File: config.mk
export PLATFORM = sky130hd
export DESIGN_NAME = lps_store
export DESIGN_NICKNAME = d
export VERILOG_FILES = /design/src/rtl/core/lps_pkg.sv /design/src/rtl/core/lps_store.sv
export SDC_FILE = /design/constraint.sdc
export NUM_CORES = 2
export LEC_CHECK = 0
export BUFFER_PORTS_ARGS = -buffer_cell sky130_fd_sc_hd__buf_4
export CORE_MARGIN = 4
export CORE_UTILIZATION = 35
export CTS_BUF_LIST = sky130_fd_sc_hd__clkbuf_8
export CTS_CLUSTER_DIAMETER = 100
export DETAILED_ROUTE_END_ITERATION = 10
export SLEW_MARGIN = 40
export SYNTH_ARGS = -nofsm -noshare
export SYNTH_HDL_FRONTEND = slang
export SYNTH_SLANG_ARGS = --single-unit
File: constraint.sdc
create_clock -name clock -period 2.65 [get_ports clock]
set_input_delay 0.265 -clock clock [delete_from_list [all_inputs] [get_ports clock]]
set_output_delay 0.265 -clock clock [all_outputs]
set_load 0.02 [all_outputs]
File: src/rtl/core/lps_pkg.sv
// ----------------------------------------------------------------------------
// lps_pkg
// Shared types and constants of the LED pattern sequencer.
// ----------------------------------------------------------------------------
package lps_pkg;

   localparam int ACTION_W  = 2;
   localparam int PROG_W    = 3;
   localparam int BADDR_W   = 6;
   localparam int BYTE_W    = 8;
   localparam int TICKS_W   = 16;

   localparam logic [ACTION_W-1:0] ACT_TICK  = 2'd0;
   localparam logic [ACTION_W-1:0] ACT_START = 2'd1;
   localparam logic [ACTION_W-1:0] ACT_STOP  = 2'd2;
   localparam logic [ACTION_W-1:0] ACT_WRITE = 2'd3;

   localparam logic [BYTE_W-1:0] END_MARK       = 8'hFF;
   localparam logic [BYTE_W-1:0] WRAP_MAX       = 8'hFF;
   localparam logic [BYTE_W-1:0] LED_MASK_RESET = 8'h03;

   typedef struct packed {
      logic [ACTION_W-1:0] action;
      logic [PROG_W-1:0]   program_req;
      logic [BADDR_W-1:0]  byte_address;
      logic [BYTE_W-1:0]   write_data;
   } req_word_type;

   typedef struct packed {
      logic [BYTE_W-1:0] port_value;
      logic              running;
      logic [BYTE_W-1:0] repeats;
   } rsp_word_type;

   typedef struct packed {
      logic take;
      logic done;
   } eng_stat_type;

endpackage

File: src/rtl/core/lps_store.sv
// ----------------------------------------------------------------------------
// lps_store
// Program memory: one write port, one read port, registered read data.
// ----------------------------------------------------------------------------
module lps_store #(
   parameter int DEPTH = 512,
   parameter int AW    = 9
) (
   input  logic                      clock,
   input  logic                      wr_en,
   input  logic [AW-1:0]             wr_addr,
   input  logic [lps_pkg::BYTE_W-1:0] wr_data,
   input  logic                      rd_en,
   input  logic [AW-1:0]             rd_addr,
   output logic [lps_pkg::BYTE_W-1:0] rd_data
);
   import lps_pkg::*;

   logic [BYTE_W-1:0] mem [DEPTH];
   logic [BYTE_W-1:0] rd_data_ff;

   always_ff @(posedge clock) begin
      if (wr_en) begin
         mem[wr_addr] <= wr_data;
      end
   end

   always_ff @(posedge clock) begin
      if (rd_en) begin
         rd_data_ff <= mem[rd_addr];
      end
   end

   assign rd_data = rd_data_ff;

endmodule

* Word-level counts from Yosys, hierarchy flattened *
Memory sizes are Yosys's and may differ from the RTL's. A register that Yosys moved wholly into a read port is not among the register bits.
Cells that the tools add are included.

operators by class
  mux-type cells = 2

operator list
  cell     number
  $mux W1  2

word-level totals
  word-level logic and storage cells = 3
  output and inout port bits = 8
  memories = 1
  memory bits (writable) = 4096
  register bits = 0
  input port bits = 29

memories
  name  words  bits a word  rd ports  clocked after memory_dff  wr ports  line             source
  mem   512    8            1         1                         1         lps_store.sv:19  logic [BYTE_W-1:0] mem [DEPTH];

* Depth between registers and ports, before layout *
  depth in word-level cells = 2
  gate-level depth with buffers = 12
  mapped depth without buffers = 7

* Worst setup path after synthesis *
OpenSTA, ideal clock, no wires.

  kind = input to register
  start = input port rd_addr[0]
  end = register rd_data_ff[0], in the netlist rd_data[0] (read register of mem), data pin
  stages = 10
  arrival = 2119 ps
  path buffers = 4
  data required time = 2393 ps
  library setup time = 257 ps
  setup slack = 274 ps
  cell sequence = buf_4 buf_12 buf_12 buf_2 mux4_2 o21ai_0 nand3_1 nand4_1 o21ai_0 o2111a_1

RTL lines
  element      line             source
  from (decl)  lps_store.sv:14  input logic [AW-1:0] rd_addr,
  to (decl)    lps_store.sv:20  logic [BYTE_W-1:0] rd_data_ff;

==> impl_metrics.ini <==
[status]
run_status = complete, but fails checks
violations = negative setup slack

[critical_path]
timing.critical_path.mode_cell = sky130_fd_sc_hd__buf_4
crit_slowest_cell = sky130_fd_sc_hd__nor4_1
critical_path_class = reg -> reg
worst_setup_sp_type = flip-flop
critical_path.cell_chain = mux4_2 -> a22oi_1 -> a21oi_1 -> buf_4 -> a31oi_1 -> buf_4 -> nor4_1 -> o2111a_1
crit_path_end_kind = flip-flop
worstReg2RegStart = mem[23][1]
max_stage_delay_ns = 0.86
worst_path_arrival_ns = 3.74
rrSetupSlack_ns = -0.01
setup.worst_path.start = mem[23][1]
critPathMaxFanout = 1
worstPathRequired_ns = 3.73

[final_layout]
layout-area-overhead-vs-synth_pct = 18.96
post_route_cells_drive_above_1_share_pct = 29.56
final_net_count = 9718
final_cell_area_sq_um = 190300
fin_util_pct = 41.76

[grt]
vias_in_the_first_global_route = 89300
track_usage_pct = 18.41
grt_max_degree = 121
grt_antenna_before_repair = 19
global_route.overflow_total = 0
grt_first_pass_wirelength_microns = 636100

[sta]
timing.final.hold_violations = 0
maxClockFrequency_mhz = 375.9
final_period_minus_worst_setup_slack_ns = 2.660
tightestPinTransition_ns = 1.003
relative_slew_margins_pct = 32.53
slew_violations = 0
postLayoutSetupSlackWorst_ns = -0.009976
period_share_pct = 100.4
grt_setup_unrepaired = true
fin_skew_ns = 0.09708
setup_viol_count_final = 1

[floorplan]
start_util_pct = 35.10
io-pin-count = 37
floorplan.die_area_sq_um = 468000
placementRows = 248
die_h_microns = 684.1
fp.dieW_microns = 684.1
core_sq_um = 455800

[routing]
wl_microns = 442300
route.detailed.drc = 0
detail-route-antenna-nets = 0
drt_pass1_iterations = 8
avgViaCountPerCell = 5.406
wl_per_cell_microns = 27.35
num_vias = 87440
drt-initial-drc-count = 10170

[cts]
clk_transition_reported_paths_ns = 0.06
numClockSinks = 4104
cts_tree = done
clock_latency_ns = 1.23
cts_max_path_buffers = 4
post_cts.repair.setup_buffers = 0
root_buffer = sky130_fd_sc_hd__clkbuf_8
numCtsBuffers = 648
number_of_levels_the_h_tree_was_split_into = 6

[yosys]
syn-num-nets = 8059
synth_ff_type = sky130_fd_sc_hd__edfxtp_1
ys_seq_area_share_pct = 77.02
post_synth_edffs = 4104
gate_count_of_the_mapped_netlist = 8030
async_flop_share_pct = 0
number_of_synthesized_register_bits = 4104
yosysUniqueCellTypes = 50
postSynthAreaPerCell_sq_um = 19.93
ys.warnings.count = 0
post_synthesis_instance_area_sq_um = 160000

[power_and_ir_drop]
power.leakage_nw = 63.44
vdd_drop_max_mv = 0.5192
sum_of_internal_switching_and_leakage_power_mw = 128.3
cellPowerDensity_nw_per_um2 = 674.3

[min_path]
holdCritPathClass = in -> reg
timing.hold.worst.start = wr_data[4]

[placement]
hpwl_microns = 289100
placed_cell_area_sq_um = 178300
gp_congestion = 0.9335
io_buffer_count = 36

[flow_run]
max_capacitance_violation_count = 0
## cells in the mapped netlist, types with 5 or more instances
library cell | instances | area [sq um]
sky130_fd_sc_hd__buf_1 | 41 | 153.9
sky130_fd_sc_hd__o31ai_1 | 13 | 97.59
sky130_fd_sc_hd__and2_1 | 20 | 125.1
sky130_fd_sc_hd__o41ai_1 | 7 | 61.31
sky130_fd_sc_hd__nand2_1 | 111 | 416.7
sky130_fd_sc_hd__a21oi_1 | 194 | 970.9
sky130_fd_sc_hd__a211oi_1 | 17 | 127.6
sky130_fd_sc_hd__o2111a_1 | 8 | 90.09
sky130_fd_sc_hd__buf_2 | 57 | 285.3
sky130_fd_sc_hd__or3_1 | 6 | 37.54
sky130_fd_sc_hd__buf_8 | 11 | 165.2
sky130_fd_sc_hd__clkbuf_1 | 265 | 994.7
sky130_fd_sc_hd__a22oi_1 | 61 | 457.9
sky130_fd_sc_hd__o22ai_1 | 163 | 1020
sky130_fd_sc_hd__buf_4 | 70 | 525.5
sky130_fd_sc_hd__buf_6 | 64 | 720.7
sky130_fd_sc_hd__mux2i_1 | 797 | 7978
sky130_fd_sc_hd__o21ai_0 | 118 | 590.6
sky130_fd_sc_hd__edfxtp_1 | 4104 | 123200
sky130_fd_sc_hd__nor4_1 | 36 | 225.2
sky130_fd_sc_hd__mux4_2 | 654 | 14730
sky130_fd_sc_hd__nor3b_1 | 8 | 60.06
sky130_fd_sc_hd__nand4_1 | 32 | 200.2
sky130_fd_sc_hd__nor2b_1 | 6 | 37.54
sky130_fd_sc_hd__o221ai_1 | 371 | 3249
sky130_fd_sc_hd__nor2_1 | 597 | 2241
sky130_fd_sc_hd__nand3_1 | 36 | 180.2
sky130_fd_sc_hd__nor3_1 | 109 | 545.5
sky130_fd_sc_hd__buf_12 | 5 | 100.1
sky130_fd_sc_hd__a22o_1 | 5 | 43.79
sky130_fd_sc_hd__o311ai_0 | 5 | 43.79
## per-stage QoR
step	instances	hold WS, ns	setup TNS, ns	setup WS, ns
final	16170	0.1496	-0.009976	-0.009976
after global routing	16170	0.05681	-0.03013	-0.02124
after CTS	16170	0.01125	-0.008422	-0.008422
after detailed placement	15020	0.6631	-7.092	-1.070
after global placement	15020	0.6543	-7.932	-1.447
after floorplan	8030	0.3639	0	0.2735
## where the power goes
part / switching [mW] / internal (mW) / total (mW)
Clock: 25.0 / 24.1 / 49.1
Combinational: 4.78 / 2.90 / 7.68
Sequential: 0.0402 / 71.5 / 71.6
## path summary, 6_finish.rpt
kind                                     to  cells after the start
worst max-delay path             rd_data[1]                      8
worst min-delay path            mem[400][4]                      2
worst max register to register   rd_data[1]                      8
worst min register to register   rd_data[1]                      7
## worst max-delay path: cells and delay by family (launching register included)
family | cells | cell delay (ns)
buffers and inverters | 2 | 0.35
flip-flops | 1 | 0.33
AND/OR/NAND/NOR | 1 | 0.86
AO/OA/AOI/OAI | 4 | 0.75
multiplexers | 1 | 0.24
## logic make-up (layout without fill, tap and decap cells)
logic type,count (synthesis),after routing,share of synthesized area [%]
mux,1451,1451,14.19
buf+inv,516,2651,1.848
other cells,0,9,0
simple gates,980,980,2.630
compound gates,979,979,4.311
flops,4104,4104,77.02
## flip-flops by register name, indices dropped and copies added, names as in the netlist
signal and flops:
mem 4096, rd_data 8
## metal layers
layer  global-route usage, %  part of all wire [%]  vias to the layer above
met4                   6.966                   4.1                        6
met5                       0                 0.079                        -
li1                        -                     -                    36850
met1                   24.89                    40                    45630
met3                   3.179                   7.8                      822
met2                   29.81                    48                     4137
## cell type report
type / instances / area [sq um]
fill: 39470 / 265500
sequential: 4104 / 123200
multi-input combinational: 3410 / 34200
timing repair buffer: 1522 / 13780
clock buffer: 651 / 8960
tap: 6000 / 7507
clock inverter: 475 / 2621
antenna: 9 / 22.52
inverter: 3 / 18.77
## layout by cell type (no fill, tap or decap), types with 16 or more instances in the layout
| cell type | count |
|---|---|
| sky130_fd_sc_hd__a211oi_1 | 17 |
| sky130_fd_sc_hd__a21oi_1 | 194 |
| sky130_fd_sc_hd__inv_1 | 199 |
| sky130_fd_sc_hd__clkinv_2 | 65 |
| sky130_fd_sc_hd__nand4_1 | 32 |
| sky130_fd_sc_hd__clkinv_1 | 139 |
| sky130_fd_sc_hd__nor3_1 | 107 |
| sky130_fd_sc_hd__and2_1 | 19 |
| sky130_fd_sc_hd__nor2_1 | 589 |
| sky130_fd_sc_hd__dlygate4sd3_1 | 25 |
| sky130_fd_sc_hd__mux4_2 | 654 |
| sky130_fd_sc_hd__edfxtp_1 | 4104 |
| sky130_fd_sc_hd__buf_12 | 175 |
| sky130_fd_sc_hd__buf_4 | 1310 |
| sky130_fd_sc_hd__o221ai_1 | 369 |
| sky130_fd_sc_hd__a22oi_1 | 61 |
| sky130_fd_sc_hd__nand3_1 | 32 |
| sky130_fd_sc_hd__clkinvlp_4 | 16 |
| sky130_fd_sc_hd__mux2i_1 | 797 |
| sky130_fd_sc_hd__o22ai_1 | 163 |
| sky130_fd_sc_hd__clkbuf_8 | 651 |
| sky130_fd_sc_hd__nand2_1 | 97 |
| sky130_fd_sc_hd__nor4_1 | 23 |
| sky130_fd_sc_hd__o21ai_0 | 114 |
## what timing repair did
action / 4_1_cts / 5_1_grt
hold buffers: 25 / 0
gates resized for setup: 9 / 18
endpoints found under the setup margin: 6 / 8
gates cloned: 0 / 0
endpoints found under the hold margin: 4903 / 0
pin swaps: 0 / 6
Note: power is estimated with default switching activity, not from simulation.
