--- config.mk ---
export PLATFORM = sky130hd
export DESIGN_NAME = lps_engine
export DESIGN_NICKNAME = d
export VERILOG_FILES = /design/src/rtl/core/lps_pkg.sv /design/src/rtl/core/lps_engine.sv
export SDC_FILE = /design/constraint.sdc
export NUM_CORES = 1
export LEC_CHECK = 0
export ABC_CLOCK_PERIOD_IN_PS = 2100
export BUFFER_PORTS_ARGS = -buffer_cell sky130_fd_sc_hd__buf_4
export CAP_MARGIN = 25
export CORE_MARGIN = 10
export CORE_UTILIZATION = 48
export CTS_CLUSTER_DIAMETER = 200
export DETAILED_ROUTE_END_ITERATION = 8
export HOLD_SLACK_MARGIN = 0.05
export PLACE_DENSITY = 0.85
export REMOVE_ABC_BUFFERS = 1
export SLEW_MARGIN = 10
export SYNTH_ARGS = -nofsm -noshare
export SYNTH_HDL_FRONTEND = slang
export SYNTH_SLANG_ARGS = --single-unit
--- constraint.sdc ---
create_clock -name clock -period 2.1 [get_ports clock]
set_clock_uncertainty 0.05 [all_clocks]
set_input_delay 0.315 -clock clock [delete_from_list [all_inputs] [get_ports clock]]
set_output_delay 0.315 -clock clock [all_outputs]
set_load 0.01 [all_outputs]
--- src/rtl/core/lps_pkg.sv ---
// ----------------------------------------------------------------------------
// lps_pkg
// Shared types and constants of the LED pattern sequencer.
// ----------------------------------------------------------------------------
package lps_pkg;

   localparam int ACTION_W  = 2;
   localparam int PROG_W    = 3;
   localparam int BADDR_W   = 6;
   localparam int BYTE_W    = 8;
   localparam int TICKS_W   = 16;

   localparam logic [ACTION_W-1:0] ACT_TICK  = 2'd0;
   localparam logic [ACTION_W-1:0] ACT_START = 2'd1;
   localparam logic [ACTION_W-1:0] ACT_STOP  = 2'd2;
   localparam logic [ACTION_W-1:0] ACT_WRITE = 2'd3;

   localparam logic [BYTE_W-1:0] END_MARK       = 8'hFF;
   localparam logic [BYTE_W-1:0] WRAP_MAX       = 8'hFF;
   localparam logic [BYTE_W-1:0] LED_MASK_RESET = 8'h03;

   typedef struct packed {
      logic [ACTION_W-1:0] action;
      logic [PROG_W-1:0]   program_req;
      logic [BADDR_W-1:0]  byte_address;
      logic [BYTE_W-1:0]   write_data;
   } req_word_type;

   typedef struct packed {
      logic [BYTE_W-1:0] port_value;
      logic              running;
      logic [BYTE_W-1:0] repeats;
   } rsp_word_type;

   typedef struct packed {
      logic take;
      logic done;
   } eng_stat_type;

endpackage

--- src/rtl/core/lps_engine.sv ---
// ----------------------------------------------------------------------------
// lps_engine
// Player state and fetch sequencer; reads pattern and duration from the store.
// ----------------------------------------------------------------------------
module lps_engine #(
   parameter int PROGRAM_SLOTS = 8,
   parameter int PROGRAM_BYTES = 64,
   parameter int AW            = 9
) (
   input  logic                      clock,
   input  logic                      reset,
   input  logic                      csr_we,
   input  logic [lps_pkg::BYTE_W-1:0] csr_wdata,
   input  logic                      item_valid,
   input  lps_pkg::req_word_type     item_word,
   input  logic                      out_free,
   output lps_pkg::eng_stat_type     stat,
   output lps_pkg::rsp_word_type     result,
   output logic                      wr_en,
   output logic [AW-1:0]             wr_addr,
   output logic [lps_pkg::BYTE_W-1:0] wr_data,
   output logic                      rd_en,
   output logic [AW-1:0]             rd_addr,
   input  logic [lps_pkg::BYTE_W-1:0] rd_data
);
   import lps_pkg::*;

   localparam int PW  = $clog2(PROGRAM_BYTES);
   localparam int PGW = (PROGRAM_SLOTS > 1) ? $clog2(PROGRAM_SLOTS) : 1;

   localparam logic [1:0] ST_IDLE  = 2'd0;
   localparam logic [1:0] ST_PAT   = 2'd1;
   localparam logic [1:0] ST_RETRY = 2'd2;
   localparam logic [1:0] ST_DUR   = 2'd3;

   function automatic logic [PW-1:0] next_pos(input logic [PW-1:0] p);
      logic [PW-1:0] r;
      if (32'(p) + 32'd1 == PROGRAM_BYTES) begin
         r = '0;
      end else begin
         r = p + PW'(1);
      end
      return r;
   endfunction

   logic [1:0]         state_ff,   state_in;
   logic [PGW-1:0]     active_ff,  active_in;
   logic [PW-1:0]      pos_ff,     pos_in;
   logic [TICKS_W-1:0] ticks_ff,   ticks_in;
   logic               playing_ff, playing_in;
   logic [BYTE_W-1:0]  wraps_ff,   wraps_in;
   logic [BYTE_W-1:0]  port_ff,    port_in;
   logic [BYTE_W-1:0]  mask_ff;

   logic [PW-1:0]      rd_pos;
   logic [AW-1:0]      base_addr;
   logic               prog_ok;
   logic               addr_ok;
   logic [BYTE_W-1:0]  merged;

   assign base_addr = AW'(active_ff) * AW'(PROGRAM_BYTES);
   assign rd_addr   = base_addr + AW'(rd_pos);
   assign prog_ok   = 32'(item_word.program_req) < PROGRAM_SLOTS;
   assign addr_ok   = 32'(item_word.byte_address) < PROGRAM_BYTES;
   assign merged    = (port_ff & ~mask_ff) | (rd_data & mask_ff);
   assign wr_addr   = AW'(item_word.program_req) * AW'(PROGRAM_BYTES)
                    + AW'(item_word.byte_address);
   assign wr_data   = item_word.write_data;

   always_comb begin
      state_in   = state_ff;
      active_in  = active_ff;
      pos_in     = pos_ff;
      ticks_in   = ticks_ff;
      playing_in = playing_ff;
      wraps_in   = wraps_ff;
      port_in    = port_ff;
      rd_en      = 1'b0;
      rd_pos     = pos_ff;
      wr_en      = 1'b0;
      stat.take  = 1'b0;
      stat.done  = 1'b0;
      case (state_ff)
         ST_IDLE: begin
            if (item_valid && out_free) begin
               stat.take = 1'b1;
               stat.done = 1'b1;
               case (item_word.action)
                  ACT_TICK: begin
                     if (playing_ff) begin
                        if (ticks_ff != '0) begin
                           ticks_in = ticks_ff - TICKS_W'(1);
                        end else begin
                           stat.done = 1'b0;
                           rd_en     = 1'b1;
                           pos_in    = next_pos(pos_ff);
                           state_in  = ST_PAT;
                        end
                     end
                  end
                  ACT_START: begin
                     if (prog_ok && !(playing_ff &&
                         32'(item_word.program_req) == 32'(active_ff))) begin
                        active_in  = PGW'(item_word.program_req);
                        pos_in     = '0;
                        ticks_in   = '0;
                        wraps_in   = '0;
                        playing_in = 1'b1;
                     end
                  end
                  ACT_STOP: begin
                     playing_in = 1'b0;
                     port_in    = port_ff | mask_ff;
                  end
                  default: begin
                     wr_en = prog_ok && addr_ok;
                  end
               endcase
            end
         end
         ST_PAT: begin
            rd_en = 1'b1;
            if (rd_data == END_MARK) begin
               if (wraps_ff != WRAP_MAX) begin
                  wraps_in = wraps_ff + BYTE_W'(1);
               end
               rd_pos   = '0;
               pos_in   = next_pos('0);
               state_in = ST_RETRY;
            end else begin
               port_in  = merged;
               pos_in   = next_pos(pos_ff);
               state_in = ST_DUR;
            end
         end
         ST_RETRY: begin
            rd_en    = 1'b1;
            port_in  = merged;
            pos_in   = next_pos(pos_ff);
            state_in = ST_DUR;
         end
         ST_DUR: begin
            ticks_in  = {8'h00, rd_data} - TICKS_W'(1);
            stat.done = 1'b1;
            state_in  = ST_IDLE;
         end
         default: begin
            state_in = ST_IDLE;
         end
      endcase
   end

   assign result.port_value = port_in;
   assign result.running    = playing_in;
   assign result.repeats    = wraps_in;

   always_ff @(posedge clock) begin
      if (reset) begin
         state_ff   <= ST_IDLE;
         active_ff  <= '0;
         pos_ff     <= '0;
         ticks_ff   <= '0;
         playing_ff <= 1'b0;
         wraps_ff   <= '0;
         port_ff    <= '0;
         mask_ff    <= LED_MASK_RESET;
      end else begin
         state_ff   <= state_in;
         active_ff  <= active_in;
         pos_ff     <= pos_in;
         ticks_ff   <= ticks_in;
         playing_ff <= playing_in;
         wraps_ff   <= wraps_in;
         port_ff    <= port_in;
         if (csr_we) begin
            mask_ff <= csr_wdata;
         end
      end
   end

`ifndef SYNTHESIS
   a_take_only_idle: assert property (@(posedge clock) disable iff (reset)
      state_ff != ST_IDLE |-> !stat.take)
      else $error("word taken during fetch");

   a_write_only_idle: assert property (@(posedge clock) disable iff (reset)
      wr_en |-> state_ff == ST_IDLE && item_word.action == ACT_WRITE)
      else $error("store write outside a write word");

   a_fetch_while_playing: assert property (@(posedge clock) disable iff (reset)
      state_ff != ST_IDLE |-> playing_ff)
      else $error("fetch while stopped");

   a_pattern_to_duration: assert property (@(posedge clock) disable iff (reset)
      state_ff == ST_PAT && rd_data != END_MARK |=> state_ff == ST_DUR)
      else $error("pattern not followed by duration read");
`endif

endmodule

Word-level counts from Yosys, hierarchy flattened
Cells that the tools add are included.

operators by class
  equality and inequality tests = 18
  bitwise logic cells = 6
  $add $sub $neg = 7
  reduce and logical (&&, ||, !) cells = 13
  multiplexer cells = 50

operators with widths
  kind                     count
  $mux W16                 4
  $mux W8                  8
  $pmux W16 S2             2
  $mux W6                  8
  $pmux W8 S3              1
  $add A9 B6 Y9            2
  $pmux W6 S3              1
  $and A8 B8 Y8            2
  $or A8 B8 Y8             2
  $pmux W8 S2              1
  $reduce_bool A16 Y1      1
  $sub A16 B1 Y16 const B  1
  $mux W1                  15
  $ne A3 B3 Y1 const B     4
  $pmux W6 S2              1
  $reduce_and A6 Y1        2
  $mux W2                  5
  $sub A8 B1 Y9 const B    1
  $add A8 B1 Y8 const B    1
  $eq A8 B8 Y1 const B     1
  $ne A8 B8 Y1 const B     1
  $not A8 Y8               1
  $pmux W2 S4              1
  $reduce_and A4 Y1        2
  other kinds (17)         26

storage, ports and cells
  input port bits = 40
  bits in registers = 52
  logic and storage cells = 102
  output and inout bits = 47

Longest topological paths before layout
  depth after elaboration = 8
  gate-level depth with buffers = 10
  gate-level depth less buffers = 8

Worst setup path after synthesis
Ideal clock, no wire load.

  kind = reg-to-output
  from = register state_ff[0]
  to = output result[7] (netlist bit)
  arrival time = 2.029 ns
  data required time = 1.735 ns
  buffers on the path = 3
  setup slack = -0.294 ns
  stages on the path, launching flop included = 10
  path through = dfxtp_1 inv_1 ha_1 buf_2 and3_1 buf_2 a32oi_1 clkbuf_1 nor3_1 nor3_1

RTL lines
  element                   line               text
  start: declaration        lps_engine.sv:46   logic [1:0] state_ff, state_in;
  start signal: assignment  lps_engine.sv:168  state_ff <= state_in;
  end: declaration          lps_engine.sv:18   output lps_pkg::rsp_word_type result,

Worst setup path after layout
  from = register active_ff[0]
  to = register ticks_ff[2]

on the way
  word-level cells in the longest chain between the ends = 4

ends and longest elaborated chain
  element                             line               text
  start: declaration                  lps_engine.sv:47   logic [PGW-1:0] active_ff, active_in;
  start signal: assignment            lps_engine.sv:169  active_ff <= active_in;
  $eq A3 B3 Y1                        lps_engine.sv:103  32'(item_word.program_req) == 32'(active_ff))) begin
  $logic_and A1 B1 Y1                 lps_engine.sv:102  if (prog_ok && !(playing_ff &&
  $ne A3 B3 Y1 (no source line)       n/a
  $reduce_and A6 Y1 (no source line)  n/a
  end signal: assignment              lps_engine.sv:171  ticks_ff <= ticks_in;
  end: declaration                    lps_engine.sv:49   logic [TICKS_W-1:0] ticks_ff, ticks_in;

No other way between the ends.
A chain may end at the register's enable or synchronous reset.

==> results.py <==
metrics = {
    "floorplan": {
        "pin_count": 87,
        "fp.dieW_um": 104,
        "start_util_pct": 49.9,
        "die_h_um": 104,
        "num_rows": 30,
        "die_area_um2": 10900,
        "core_region_area_um2": 6830,
    },
    "logic_synthesis": {
        "postSynthRegisterBits": 52,
        "synth_edf_count": 0,
        "synth_cells": 421,
        "commonest_register_cell_after_synthesis": "sky130_fd_sc_hd__dfxtp_1",
        "post_synthesis_instance_area_um2": 3410,
        "synth_cell_type_count": 59,
        "synth_warnings": 0,
        "yosysSeqAreaShare_pct": 30.6,
        "synthesis.area_per_instance_um2": 8.09,
        "asyncSetResetFlopFracSynth_pct": 0,
    },
    "power": {
        "switching_share_pct": 35.7,
        "power.density_cell_area_nw_per_um2": 665,
        "sequentialPowerShare_pct": 32.3,
        "leakage_uw": 0.00219,
        "pwr-share-clk_pct": 24.6,
        "power_internal_uw": 2210,
        "combPwrFrac_pct": 43.1,
        "power_switching_uw": 1230,
        "peakVddDrop_v": 0.000465,
    },
    "placed_design": {
        "dpl_cell_area_um2": 4230,
        "worst_setup_slack_post_dpl_ns": -0.278,
        "dp.final_hpwl_mm": 7.54,
        "final_estimated_routing_congestion_in_global_placement": 0.891,
        "portBuffers": 58,
    },
    "min_path": {
        "worstHoldPathType": "in2reg",
    },
    "timing": {
        "finalWorstSetupSlack_ns": -0.349,
        "max_clock_freq_ghz": 0.408,
        "transition_time_of_the_tightest_slew_check_pin_ns": 0.709,
        "drv_slew": 0,
        "setup_viol": 32,
        "slew-limit-headroom_pct": 52.3,
        "layout_worst_path_cycle_share_pct": 117,
        "total_negative_setup_slacks_ns": -4.13,
        "setup_repair_after_global_routing_missed_its_margin": "true",
        "finalWorstPathRequiredPeriod_ns": 2.45,
        "timing.final.hold_violations": 0,
    },
    "finish": {
        "multiInputGateArea_um2": 2540,
        "finalNetCount": 590,
        "area_growth_pct": 52.0,
        "design_area_um2": 5180,
        "antenna_cells_inserted": 0,
        "fill_cells": 430,
        "post_route_cells_drive_above_1_share_pct": 46.9,
        "layout.area.seq_um2": 1060,
        "postLayoutCoreUtil_pct": 75.8,
    },
    "status": {
        "failed_checks": "negative setup slack",
        "status": "finished with violations",
    },
    "global_routing": {
        "grt-ovfl-total": 0,
        "grt_pass1_vias": 3819,
        "grt_first_pass_wirelength_mm": 18.3,
        "grt.total_usage_pct": 19.8,
        "antenna_found_initial": 0,
        "grt_max_degree": 31,
    },
    "clock_tree": {
        "htree_num_levels": 2,
        "cts_made_buffers": 5,
        "clk_latency_worst_skew_pair_ns": 0.33,
        "cts_tree": "built",
        "path_clk_slew_ns": 0.11,
        "clk_buf_depth": 2,
        "cts.sink_count": 52,
        "root_buffer": "sky130_fd_sc_hd__clkbuf_8",
    },
    "routing": {
        "vias": 4085,
        "detail_route.wl_per_cell_um": 22.1,
        "first_iter_violations": 452,
        "totalWireLength_mm": 13.9,
        "route.detailed.vias_per_inst": 6.47,
        "drc": 0,
        "drtAntennaViolNets": 0,
        "drt_pass_1_iters": 5,
    },
    "critical_path": {
        "critical_path_s_most_frequent_cell": "sky130_fd_sc_hd__buf_4",
        "crit_path_max_incr_delay_ns": 0.50,
        "required_ns": 2.23,
        "arrival_ns": 2.58,
        "critical-path-slowest-cell": "sky130_fd_sc_hd__o31ai_1",
        "top_family_by_delay_on_critical_path": "compound AO/OA/AOI/OAI gates",
        "critPathMaxFanout": 5,
        "timing.critical_path.to_type": "flip-flop",
        "timing.critical_path.buf_inv": 4,
        "setup.worst_path.start_class": "flip-flop",
        "path_class": "reg2reg",
        "worstPathCellList": "xnor2_2, nand4_1, buf_4, buf_4, buf_4, nor2_4, a211o_4, buf_12, a311oi_2, o31ai_1",
    },
    "flow_run": {
        "cap_viol_max_count": 0,
    },
}
[sequential cells by signal, indices dropped and copies added (netlist names)]
signal and flops:
wraps_ff 8, mask_ff 8, playing_ff 1, port_ff 8, state_ff 2, pos_ff 6, ticks_ff 16, active_ff 3
[synthesized netlist by cell type, drive strengths merged (2+ instances only)]
cell type  number  share of area, %
a211oi          6               1.7
a21boi          5               1.1
a21o            8               1.8
a21oi          26               3.9
a22o           11               2.8
a22oi           2              0.44
a311oi          2              0.51
a31o            7               1.8
a31oi           4              0.73
a32o            5               1.5
and2           11               2.0
and3            6               1.1
buf            26               5.1
clkbuf         13               1.4
dfxtp          52                31
ha             15               5.5
inv            21               2.3
mux2            2              0.66
mux2i          13               3.8
nand2          25               2.8
nand3          12               1.8
nand4           6               1.3
nor2           36               4.0
nor2b           5              0.92
nor3           20               2.9
nor3b           2              0.44
nor4            8               2.3
o21ai          23               3.4
o21bai          2              0.44
o22ai           3              0.55
o32ai           7               1.8
or2             3              0.55
or3             4              0.73
xnor2          11               2.8
xor2            3              0.77
[path summary, 6_finish.rpt]
path | startpoint | to | slack, ns | cells past startpoint
worst max-delay path | active_ff[0] | ticks_ff[2] | -0.35 | 10
worst min-delay path | csr_wdata[0] | mask_ff[0] | 0.15 | 3
worst max register to register | active_ff[0] | ticks_ff[2] | -0.35 | 10
worst min register to register | ticks_ff[9] | ticks_ff[9] | 0.49 | 2
[area by class of cell]
| type | count | share of cell area [%] |
|---|---|---|
| sequential | 52 | 20.4 |
| tap | 96 | 2.32 |
| clock buffer | 5 | 1.33 |
| timing repair buffer | 146 | 24.1 |
| clock inverter | 2 | 1.16 |
| multi-input combinational | 308 | 49.0 |
| inverter | 22 | 1.69 |
[worst min-delay path, delay by kind of cell]
| family | cells | cell delay, ns |
|---|---|---|
| buffers and inverters | 1 | 0.07 |
| and+or+nand+nor | 1 | 0.06 |
| muxes | 1 | 0.05 |
[routing by layer]
metal	global-route usage [%]	part of all wire (%)
met1	21.7	35
met4	9.34	7.0
met3	5.70	10
met5	0	0
met2	34.4	47
[placed cells by master (no fill, tap or decap), drive strengths merged, types with 6 or more instances in the layout]
master	n
nand3	12
nor2	36
clkbuf	7
o21ai	23
and3	6
a21oi	26
dfxtp	52
and2	11
o32ai	7
nor3	20
buf	144
a22o	11
nor4	8
nand2	25
a211oi	6
inv	21
xnor2	11
ha	15
mux2i	13
a21o	8
a31o	7
nand4	6
[stage by stage]
step | total power (µW) | hold WS [ns] | instances
5_1_grt | 3540 | 0.159 | 631
3_3_place_gp | 2130 | 0.421 | 600
4_1_cts | 3000 | 0.158 | 619
6_report | 3440 | 0.152 | 631
3_5_place_dp | 2170 | 0.431 | 600
2_1_floorplan | 1720 | 0.334 | 382
[logic make-up (layout without fill, tap and decap cells)]
group,Yosys count,in the layout,synth area share [%]
fa+ha+maj,15,15,5.51
mux,15,15,4.48
xor+xnor,14,14,3.60
simple gates,143,143,21.9
buf+inv,61,175,8.96
compound gates,121,121,25.0
flops,52,52,30.6
[repair_timing]
action | CTS | global route
cloned | 0 | 3
hold buffers | 0 | 0
setup endpoints to repair | 23 | 47
pin swaps | 21 | 32
gates resized for setup | 59 | 96
buffers inserted | 13 | 10
[power groups by stage]
stage                     registers, µW  logic, µW  clock network (µW)
after floorplan                    1110        607                   0
after global placement             1110       1020                   0
after detailed placement           1110       1050                   0
after CTS                          1090       1090                 822
after global routing               1110       1560                 866
final                              1110       1490                 846
Power figures use the tool's default switching activity.
